<file path="config.mk">
export PLATFORM = sky130hd
export DESIGN_NAME = obct_ram
export DESIGN_NICKNAME = d
export VERILOG_FILES = /design/src/hw/rtl/obct_ram.sv
export SDC_FILE = /design/constraint.sdc
export NUM_CORES = 2
export LEC_CHECK = 0
export BUFFER_PORTS_ARGS = -buffer_cell sky130_fd_sc_hd__buf_2
export CORE_ASPECT_RATIO = 0.9
export CORE_MARGIN = 8
export CORE_UTILIZATION = 25
export CTS_BUF_LIST = sky130_fd_sc_hd__clkbuf_4
export DETAILED_ROUTE_END_ITERATION = 16
export PLACE_DENSITY_LB_ADDON = 0.15
export SLEW_MARGIN = 10
export SYNTH_ARGS = -nofsm -noshare
export SYNTH_HDL_FRONTEND = slang
export SYNTH_SLANG_ARGS = --single-unit
</file>
<file path="constraint.sdc">
create_clock -name clk -period 4.64 [get_ports clk]
set_clock_uncertainty 0.15 [all_clocks]
set_input_delay 0.232 -clock clk [delete_from_list [all_inputs] [get_ports clk]]
set_output_delay 0.232 -clock clk [all_outputs]
set_load 0.05 [all_outputs]
</file>
<file path="src/hw/rtl/obct_ram.sv">
module obct_ram #(
    parameter int WIDTH = 32,
    parameter int DEPTH = 64,
    parameter int AW = (DEPTH > 1) ? $clog2(DEPTH) : 1
) (
    input  logic             clk,
    input  logic             we,
    input  logic [AW-1:0]    waddr,
    input  logic [WIDTH-1:0] wdata,
    input  logic [AW-1:0]    raddr,
    output logic [WIDTH-1:0] rdata
);

    logic [WIDTH-1:0] mem_reg [DEPTH];
    logic [WIDTH-1:0] rdata_reg;

    always_ff @(posedge clk)
    begin
        if (we)
        begin
            mem_reg[waddr] <= wdata;
        end
        rdata_reg <= mem_reg[raddr];
    end

    assign rdata = rdata_reg;

endmodule

</file>
Yosys cells after proc, flatten, opt, wreduce, memory -nomap -nowiden:

Memory sizes are Yosys's and may differ from the RTL's. A register that Yosys moved wholly into a read port is not among the register bits.
Cells that the tools add are included.

* bits in registers: 0
* bits in writable memories: 2048
* bits of input ports: 46
* memories: 1

Memories
* mem_reg: words 64, bits a word 32, rd ports 1, clocked after Yosys merged registers in 1, wr ports 1, line 14 `logic [WIDTH-1:0] mem_reg [DEPTH];`

* multiplexer cells: 2

Operator list (count)
* $mux 1: 2

Depth between registers and ports, before layout:

* depth after elaboration: 2
* gate-level depth with buffers: 10
* mapped depth without buffers: 5

Worst setup path after synthesis:

No wires, ideal clock.

* path type: input to register
* from: in waddr[3]
* to: mem mem_reg[48][0], enable pin
* setup time: 0.461 ns
* data arrival time: 2.931 ns
* data required time: 4.029 ns
* setup slack: 1.098 ns
* stages: 4
* cells stage by stage: clkbuf_1 nor2b_1 nand4b_1 nor3_1

RTL lines
* from (decl): line 8 `input logic [AW-1:0] waddr,`
* to (decl): line 14

No word-level cell before the write port.

==> results.yml <==
route:
  firstDrtPassIters: 5
  ant_nets: 0
  drcViolationCount: 0
  drtIter0Drc: 3508
  vias_per_cell: 4.559
  vias: 39660
  wl_mm: 251.3
  wl_per_cell_um: 28.89
power_and_ir_drop:
  pwr_density_cell_mw_per_mm2: 428.4
  vdd_drop_max_mv: 0.1952
  p_leak_nw: 29.90
timing:
  min_period_ps: 4014
  max_slew_margin: 0.1713
  tightest_slew_ps: 1241
  rsz0062_at_grt: "no"
  fmaxAchievable_mhz: 249.1
  hold_violations: 0
  drv_slew: 0
  tns_ps: 0
  setup-violations-final: 0
  final.period_utilization: 0.8650
worst_setup_path:
  rr_startpoint: "mem_reg[2][10]$_DFFE_PP_"
  worstRegToRegCells: 8
  endpoint_kind: "flip-flop"
  cp_slowest_cell: "dlygate4sd3_1"
  cp_num_buf_inv: 7
  critical_path_arrival_ps: 5180
  r2r_slack_ps: 730
  crit_chain: "dlygate4sd3_1, buf_8, buf_12, mux4_2, dlygate4sd3_1, mux4_2, dlygate4sd3_1, o22ai_1, dlygate4sd3_1, nor2_1, dlygate4sd3_1"
  cpMostUsedCell: "dlygate4sd3_1"
  worstPathMaxFanout: 41
  crit_type: "in -> reg"
  worst_setup_path_start_kind: "input port"
  cp.required_ps: 5810
  timing.rr.end: "rdata[10]$_DFF_P_"
  cp_top_family: "buffers and inverters"
  crit_cells: 11
  max_stage_delay_ps: 580
cts:
  clk_pin_slew_worst_paths_ps: 60
  clock_path_buffers: 4
  cts_sinks: 2080
  cts_setup_buffers: 0
  cts_root_buf: "clkbuf_4"
  cts_buffers: 582
  clk_latency_ps: 1460
  cts_resized: 0
  cts_tree: "done"
  cts-htree-levels: 6
floorplan:
  row_count: 195
  core_sq_mm: 0.3130
  die_y_um: 547.7
  initial_core_util: 0.2508
  die_w_um: 606.7
  die_area_sq_mm: 0.3323
  ios: 78
global_route:
  grtUsageTotal: 0.1483
  grt_pass1_wl_mm: 344.2
  antenna_found_initial: 22
  grt_pass1_vias: 41705
  busiest_layer: "met2"
  use_met2: 0.2278
  grt_max_degree: 65
  gr-total-overflow: 0
  grt_util_met1: 0.2139
  grtUsageMet3: 0.03167
synthesis:
  yosysSeqAreaShare: 0.7914
  synth_seq_cells: 2080
  yosys_warnings: 0
  avgSynthCellArea_sq_um: 23.62
  synth_nets: 3370
  yosysUniqueCellTypes: 34
  synth_area_leader_cell: "edfxtp_1"
  netlist_top_cells_area: "edfxtp_1, mux4_2, mux2i_1, dfxtp_1, o22ai_1"
  syn-cell-area_sq_mm: 0.07852
  synth_top_area_share: 0.7833
  synthCells: 3324
placed_design:
  dp_cells: 7549
  place_congestion: 0.7139
  dpl.hpwl_mm: 140.7
  io_buffers: 77
worst_hold_path:
  hp-start: "raddr[3]"
  min_path_type: "in -> reg"
  hold_path_end: "rdata[31]$_DFF_P_"
  whs_path_depth: 5
final_layout:
  synthToLayoutAreaGrowth_pct: 20.53
  final_common_cell: "edfxtp_1"
  drive_gt1_frac: 0.4033
  most-common-layout-cells: "edfxtp_1, clkbuf_4, mux4_2, buf_4, dlygate4sd3_1"
  stdcell_count: 8699
  fin_nets: 4155
  largest_register_ff_count: 2048
run:
  drv_cap: 0
outcome:
  status: "completed"
per-stage QoR:
step / worst slack (ps) / utilization / power, mW / hold slack, ps / cell area (sq um)
after detailed placement: 726.6 / 0.2740 / 23.55 / 555.5 / 85760
after global routing: 591.4 / 0.3022 / 42.33 / 36.96 / 94600
after CTS: 679.9 / 0.3022 / 41.29 / 4.648 / 94590
after floorplan: 1098 / - / 22.39 / 180.9 / 78520
after global placement: 735.1 / 0.2740 / 23.55 / 558.3 / 85760
final: 626.3 / 0.3023 / 40.54 / 202.1 / 94630
timing repair:
item,4_1_cts,5_1_grt
hold buffers,113,0
hold endpoints to repair,3781,0
endpoints found under the setup margin,0,0
kinds of logic after synthesis:
group	synth area share
AO/OA/AOI/OAI	0.01673
buffers and inverters	0.01128
flip-flops	0.7914
multiplexers	0.1679
AND/OR/NAND/NOR	0.01265
cells in the mapped netlist, drive strengths merged:
cell and count:
edfxtp 2048, o221ai 27, nand2 26, nor2 137, o32ai 4, a311oi 8
mux4 544, a21oi 62, nand4 2, nand2b 8, nor3 7, nand4b 1
or3 3, nand3 5, mux2i 93, dfxtp 32, a31oi 1, o22ai 84
or3b 5, clkbuf 74, a41o 4, nand3b 5, buf 108, a22oi 12
and3 4, or2 3, nor2b 15, and2 2
cell type report:
type                       instances  area, sq um
timing repair buffer             383         3685
sequential                      2080        62140
clock inverter                   127        927.1
fill                           30504       218400
tap                             4137         5176
multi-input combinational       1062        15970
antenna                           19        47.55
clock buffer                     891         6689
tightest hold or removal path, cell delays in order:
cell and delay [ps]:
dlygate4sd3_1 560, buf_6 250, mux4_2 310, o22ai_1 90
nor2_1 250
worst max path at each step:
stage / end / startpoint
2_1_floorplan: mem_reg[48][0]$_DFFE_PP_ / waddr[3]
3_3_place_gp: rdata[29]$_DFF_P_ / raddr[0]
3_5_place_dp: rdata[29]$_DFF_P_ / raddr[0]
4_1_cts: rdata[10]$_DFF_P_ / mem_reg[2][10]$_DFFE_PP_
5_1_grt: rdata[10]$_DFF_P_ / mem_reg[2][10]$_DFFE_PP_
6_report: rdata[10]$_DFF_P_ / raddr[0]
routing by layer:
layer  wire (um)  share of wire  vias to the layer above
met5         129        0.00051                        -
met4        4934          0.020                       20
met3       13960          0.056                      344
met2      115000           0.46                     1296
met1      117300           0.47                    21681
li1            -              -                    16319
power breakdown:
part / internal (mW) / switching, mW / leakage [nW]
logic: 0.809 / 1.44 / 6.66
registers: 20.8 / 0.112 / 18.7
clock network: 9.53 / 7.84 / 4.55
total: 31.1 / 9.40 / 29.9
Power figures use the tool's default switching activity.
