[src/hw/rtl/obct_pkg.sv]
package obct_pkg;

    localparam int OP_W = 3;
    localparam int SLOT_W = 6;
    localparam int DIM_W = 15;
    localparam int STAT_W = 2;
    localparam int APB_DW = 32;
    localparam int APB_AW = 5;
    localparam int REG_IDX_W = APB_AW - 2;

    localparam logic [OP_W-1:0] OP_ADD = 3'd0;
    localparam logic [OP_W-1:0] OP_REMOVE = 3'd1;
    localparam logic [OP_W-1:0] OP_MOVE = 3'd2;
    localparam logic [OP_W-1:0] OP_CLEAR = 3'd3;
    localparam logic [OP_W-1:0] OP_BOX_QUERY = 3'd4;
    localparam logic [OP_W-1:0] OP_POINT_QUERY = 3'd5;

    localparam logic [STAT_W-1:0] STAT_OK = 2'd0;
    localparam logic [STAT_W-1:0] STAT_BAD_INDEX = 2'd1;
    localparam logic [STAT_W-1:0] STAT_FULL = 2'd2;

    localparam logic [REG_IDX_W-1:0] REG_PLAYER_WIDTH = 3'd0;
    localparam logic [REG_IDX_W-1:0] REG_PLAYER_HEIGHT = 3'd1;
    localparam logic [REG_IDX_W-1:0] REG_BOUND_LEFT = 3'd2;
    localparam logic [REG_IDX_W-1:0] REG_BOUND_TOP = 3'd3;
    localparam logic [REG_IDX_W-1:0] REG_BOUND_WIDTH = 3'd4;
    localparam logic [REG_IDX_W-1:0] REG_BOUND_HEIGHT = 3'd5;

endpackage

[src/hw/rtl/obct_hit_unit.sv]
module obct_hit_unit #(
    parameter int COORD_BITS = 16,
    parameter int SUM_W = 17
) (
    input  logic                     is_box,
    input  logic signed [SUM_W-1:0]  qx1,
    input  logic signed [SUM_W-1:0]  qx2,
    input  logic signed [SUM_W-1:0]  qy1,
    input  logic signed [SUM_W-1:0]  qy2,
    input  logic [COORD_BITS-1:0]    ox,
    input  logic [COORD_BITS-1:0]    oy,
    input  logic [obct_pkg::DIM_W-1:0] ow,
    input  logic [obct_pkg::DIM_W-1:0] oh,
    output logic                     hit
);
    import obct_pkg::*;

    logic signed [SUM_W-1:0] ox1;
    logic signed [SUM_W-1:0] ox2;
    logic signed [SUM_W-1:0] oy1;
    logic signed [SUM_W-1:0] oy2;
    logic px1_in;
    logic px2_in;
    logic py1_in;
    logic py2_in;
    logic ox1_in;
    logic ox2_in;
    logic oy1_in;
    logic oy2_in;
    logic p_in_o;
    logic o_in_p;

    assign ox1 = {{(SUM_W-COORD_BITS){ox[COORD_BITS-1]}}, ox};
    assign oy1 = {{(SUM_W-COORD_BITS){oy[COORD_BITS-1]}}, oy};
    assign ox2 = ox1 + $signed({{(SUM_W-DIM_W){1'b0}}, ow});
    assign oy2 = oy1 + $signed({{(SUM_W-DIM_W){1'b0}}, oh});

    assign px1_in = (qx1 >= ox1) && (qx1 <= ox2);
    assign px2_in = (qx2 >= ox1) && (qx2 <= ox2);
    assign py1_in = (qy1 >= oy1) && (qy1 <= oy2);
    assign py2_in = (qy2 >= oy1) && (qy2 <= oy2);
    assign ox1_in = (ox1 >= qx1) && (ox1 <= qx2);
    assign ox2_in = (ox2 >= qx1) && (ox2 <= qx2);
    assign oy1_in = (oy1 >= qy1) && (oy1 <= qy2);
    assign oy2_in = (oy2 >= qy1) && (oy2 <= qy2);

    assign p_in_o = (px1_in || px2_in) && (py1_in || py2_in);
    assign o_in_p = (ox1_in || ox2_in) && (oy1_in || oy2_in);

    assign hit = is_box ? (p_in_o || o_in_p) : (px1_in && py1_in);

endmodule

[config.mk]
export PLATFORM = sky130hd
export DESIGN_NAME = obct_hit_unit
export DESIGN_NICKNAME = d
export VERILOG_FILES = /design/src/hw/rtl/obct_pkg.sv /design/src/hw/rtl/obct_hit_unit.sv
export SDC_FILE = /design/constraint.sdc
export NUM_CORES = 1
export LEC_CHECK = 0
export ABC_AREA = 1
export BUFFER_PORTS_ARGS = -buffer_cell sky130_fd_sc_hd__buf_2
export CORE_MARGIN = 2
export CORE_UTILIZATION = 35
export DETAILED_ROUTE_END_ITERATION = 12
export GPL_TIMING_DRIVEN = 0
export MAX_ROUTING_LAYER = met4
export PLACE_DENSITY = 0.6
export REMOVE_ABC_BUFFERS = 1
export SKIP_LAST_GASP = 1
export SYNTH_ARGS = -nofsm -noshare
export SYNTH_HDL_FRONTEND = slang
export SYNTH_SLANG_ARGS = --single-unit
[constraint.sdc]
create_clock -name vclk -period 5.3
set_clock_uncertainty 0.1 [all_clocks]
set_input_delay 0.265 -clock vclk [all_inputs]
set_output_delay 0.265 -clock vclk [all_outputs]
set_load 0.01 [all_outputs]
### Yosys cells after proc, flatten, opt, wreduce, memory -nomap -nowiden

Index checks and enable logic that the tools add are counted.

| word-level totals | value |
|---|---|
| word-level logic and storage cells | 35 |
| bits of input ports | 131 |
| register bits | 0 |
| output and inout bits | 1 |

| cells by class | value |
|---|---|
| multiplexer cells | 1 |
| add/subtract/negate cells | 2 |
| order comparisons | 16 |
| reduce and logical (&&, ||, !) cells | 16 |

Operators with widths:

| operator | count |
|---|---|
| 17-bit less-or-equal comparator | 6 |
| 17-bit by 16-bit >= comparator with 1-bit output | 4 |
| 16-bit by 16-bit adder with 17-bit output | 2 |
| 16-bit by 17-bit >= comparator with 1-bit output | 2 |
| 17-bit >= comparator | 2 |
| 16-bit by 17-bit less-or-equal comparator with 1-bit output | 2 |
| 1-bit logical AND | 11 |
| 1-bit logical OR | 5 |
| 1-bit 2-to-1 mux | 1 |

### Logic depth before layout (Yosys ltp)

| logic depth | value |
|---|---|
| word-level depth | 7 |
| depth in mapped cells | 26 |
| depth with buffers taken out | 26 |

### Least setup slack after synthesis

OpenSTA, ideal clock, no wires.

| timing path | value |
|---|---|
| path kind | input port to output port |
| from | input port ox[0] |
| to | output port hit |
| path slack | 1,989 ps |
| path buffers | 0 |
| stages on the path | 24 |
| arrival | 2,946 ps |
| required time | 4,935 ps |
| cell sequence | ha_1 > inv_1 > fa_1 > nor3_1 > nor2_1 > o21ai_2 > a21boi_2 > o21ai_1 > xor2_1 > ha_1 > nand2_1 > inv_1 > nand2_1 > nand2_1 > a21oi_1 > nand3_2 > nand2_1 > nand3_1 > nand2_1 > nand2_1 > nand2_1 > nand2_1 > nand2_1 > nand2_1 |

| on the way | value |
|---|---|
| cells in the longest elaborated chain, start to end | 7 |
| elaborated cells on any way between the ends | 20 |

Ends and longest elaborated chain:

| item | line | text |
|---|---|---|
| start, declared | obct_hit_unit.sv:10 | `input logic [COORD_BITS-1:0] ox,` |
| 16-bit by 16-bit adder with 17-bit output | obct_hit_unit.sv:35 | `assign ox2 = ox1 + $signed({{(SUM_W-DIM_W){1'b0}}, ow});` |
| 17-bit less-or-equal comparator (tied with other cells) | obct_hit_unit.sv:38 | `assign px1_in = (qx1 >= ox1) && (qx1 <= ox2);` |
| 1-bit logical AND, on equally long branches | obct_hit_unit.sv:38, obct_hit_unit.sv:39, obct_hit_unit.sv:43 |  |
| 1-bit logical OR, on equally long branches | obct_hit_unit.sv:47, obct_hit_unit.sv:48 |  |
| 1-bit logical AND, on equally long branches | obct_hit_unit.sv:47, obct_hit_unit.sv:48 |  |
| 1-bit logical OR | obct_hit_unit.sv:50 | `assign hit = is_box ? (p_in_o \|\| o_in_p) : (px1_in && py1_in);` |
| 1-bit 2-to-1 mux (*) | obct_hit_unit.sv:50 |  |
| end, declared | obct_hit_unit.sv:14 | `output logic hit` |

Every way passes the cells marked *; elsewhere a longest branch is shown, timed or not.

### Worst setup path after layout

Same ends and word-level chain as after synthesis.

==> run summary <==
Antenna diode count: 0
CP arrival: 3670 ps
CP peak stage delay: 410 ps
Levels on crit path: 26
Fin crit period: 4030 ps
Gr ovfl total: 0
Layout overhead on the synthesized area: 17.3%
Global-route wire length before repair: 22700 um
Setup bufs post-CTS: 0
Sequential power share: 0%
Iter 0 DRT Violations: 174
Core area: 14400 um^2
CP Class: in2out
CP startpoint: ox[0]
RSZ-0062 raised after global routing: false
WL final: 13400 um
Clock share of power: 0%
FILL cells: 1633
Fin. max-slew vios: 0
DP HPWL: 12600 um
Antenna Nets Post-Route: 0
Required @ worst endpoint: 4930 ps
Actual slew at the worst max-slew pin: 446 ps
Worst setup endpoint: hit
WL/cell: 11.7 um
DIE WIDTH: 125 um
Synth Warn #: 0
Static leakage power: 0.00370 uW
Initial antenna violation count: 0
Post-Syn Instances: 830
Crit path capture type: primary output
Ports: 132
DR vias/cell: 4.68
Complex-gate fraction of the synthesized area: 14.0%
P_int: 299 uW
Worst VDD drop: 43.5 uV
Part of the power in combinational logic: 100.0%
Critical path's top delay family: simple AND/OR/NAND/NOR gates
Worst-path maximum fanout: 3
Drt pass-1 iters: 4
CP Buf/Inv Count: 4
Post-synthesis mux area share: 0%
Post-CTS Resized: 0
Main combinational cell family by area after synthesis: adder cells
Pin count of the biggest net entering global routing: 7
Place WS: 1260 ps
FMAX: 248 MHz
Post-synthesis simple-gate area fraction: 28.8%
Nets: 1263
Switching Share: 59.2%
Synth Area in XOR/XNOR: 4.77%
Period utilization: 76.1%
PnR worst setup slack: 1270 ps
Die area: 15700 um^2
CLK BUF: 0
Vias in the first global route: 5081
Cell area after synthesis: 5140 um^2
Most used cell, CP: nand2_1
Initial Util: 35.6%
Worst setup SP type: input pin
Pwr dens: 122 nW/um^2
Worst path slowest cell: fa_1
Die height: 125 um
Register area share after synthesis: 0%
Residual DRC: 0
Tot GR Track Use: 17.4%
FFs & Latches: 0
Status: finished, final reports clean
Cell row count: 44
Max capacitance violation total: 0
Register area: 0 um^2
Synth Area in Adders: 41.2%
Final hold violation count: 0
GPL Wtd Cong: 0.905
Setup_tns: 0 ps
Slew margin rel.: 69.9%
Final setup vio count: 0
Layout cells sized above 1: 16.4%
Unique masters post-synth: 32
Hold_buf cts: 0
Avg Cell Area, Syn: 6.19 um^2
Port-buffer cells: 132
Worst Hold Class: in2out
Worst-case hold slack: 719 ps
Via count: 5362
Net switching power: 434 uW
==> power by group through the flow <==
stage,Sequential [uW],Clock [uW],Combinational [uW]
global placement,0,0,731
finish,0,0,734
CTS,0,0,744
floorplan,0,0,533
detailed placement,0,0,739
global route,0,0,868
==> tightest hold or removal path: cells and delay by family <==
family,cells,cell delay (ps)
buffers and inverters,2,200
AND/OR/NAND/NOR,2,80
==> placed cells by master (no fill, tap or decap), types with 3 or more instances in the layout <==
cell type  count
nand2_2        8
inv_1        150
nor2_1        62
o21ai_1        9
inv_2          3
a21oi_1       79
xor2_1        15
nor2_2         3
o21ai_0       15
nand3b_1       4
ha_1         166
nand4_1       18
a21o_1         9
xnor2_1       13
o21ai_2        4
nor3_1         5
buf_2        132
nand2_1      220
nand3_1       28
==> cells in the mapped netlist (4+ instances only) <==
library cell  count  area share, %
nand2_1         220             16
ha_1            166             40
inv_1           150             11
a21oi_1          79            7.7
nor2_1           62            4.5
nand3_1          28            2.7
nand4_1          18            2.2
o21ai_0          15            1.5
xor2_1           15            2.6
xnor2_1          13            2.2
a21o_1            9            1.3
o21ai_1           9           0.88
nand2_2           8           0.97
nor3_1            5           0.49
nand3b_1          4           0.58
o21ai_2           4           0.68
==> worst min-delay path by stage <==
| stage | start | end | slack (ps) | depth (start not counted) |
|---|---|---|---|---|
| after CTS | is_box | hit | 720 | 4 |
| after floorplan | is_box | hit | 550 | 2 |
| final | is_box | hit | 720 | 4 |
| after global routing | is_box | hit | 750 | 4 |
| after detailed placement | is_box | hit | 720 | 4 |
| after global placement | is_box | hit | 720 | 4 |
==> layer usage <==
layer | vias up | wire length, um | track usage [%]
met1 | 2267 | 6320 | 21.9
li1 | 2999 | - | -
met4 | 0 | 0 | 0
met5 | - | 0 | -
met2 | 96 | 6700 | 33.2
met3 | 0 | 423 | 0.257
==> through the flow <==
step	area (um^2)	cells	utilization, %	power, uW
after floorplan	5140	830	-	533
after global placement	6030	1146	41.8	731
after detailed placement	6030	1146	41.8	739
after CTS	6030	1146	41.8	744
after global routing	6030	1146	41.8	868
final	6030	1146	41.8	734
==> cell families (layout without fill, tap and decap cells) <==
| logic type | count (synthesis) | after routing |
|---|---|---|
| xor gates and xnor gates | 28 | 28 |
| and+or+nand+nor | 353 | 353 |
| adders and majority gates | 168 | 168 |
| buffers and inverters | 153 | 285 |
| AOI/OAI and AO/OA | 128 | 128 |
==> final cells by class <==
| class | count | area, um^2 | share of cell area [%] |
|---|---|---|---|
| multi-input combinational | 677 | 4570 | 75.7 |
| timing repair buffer | 132 | 661 | 11.0 |
| inverter | 153 | 574 | 9.52 |
| tap | 184 | 230 | 3.82 |
No activity file was read; power rests on OpenSTA's default activity.
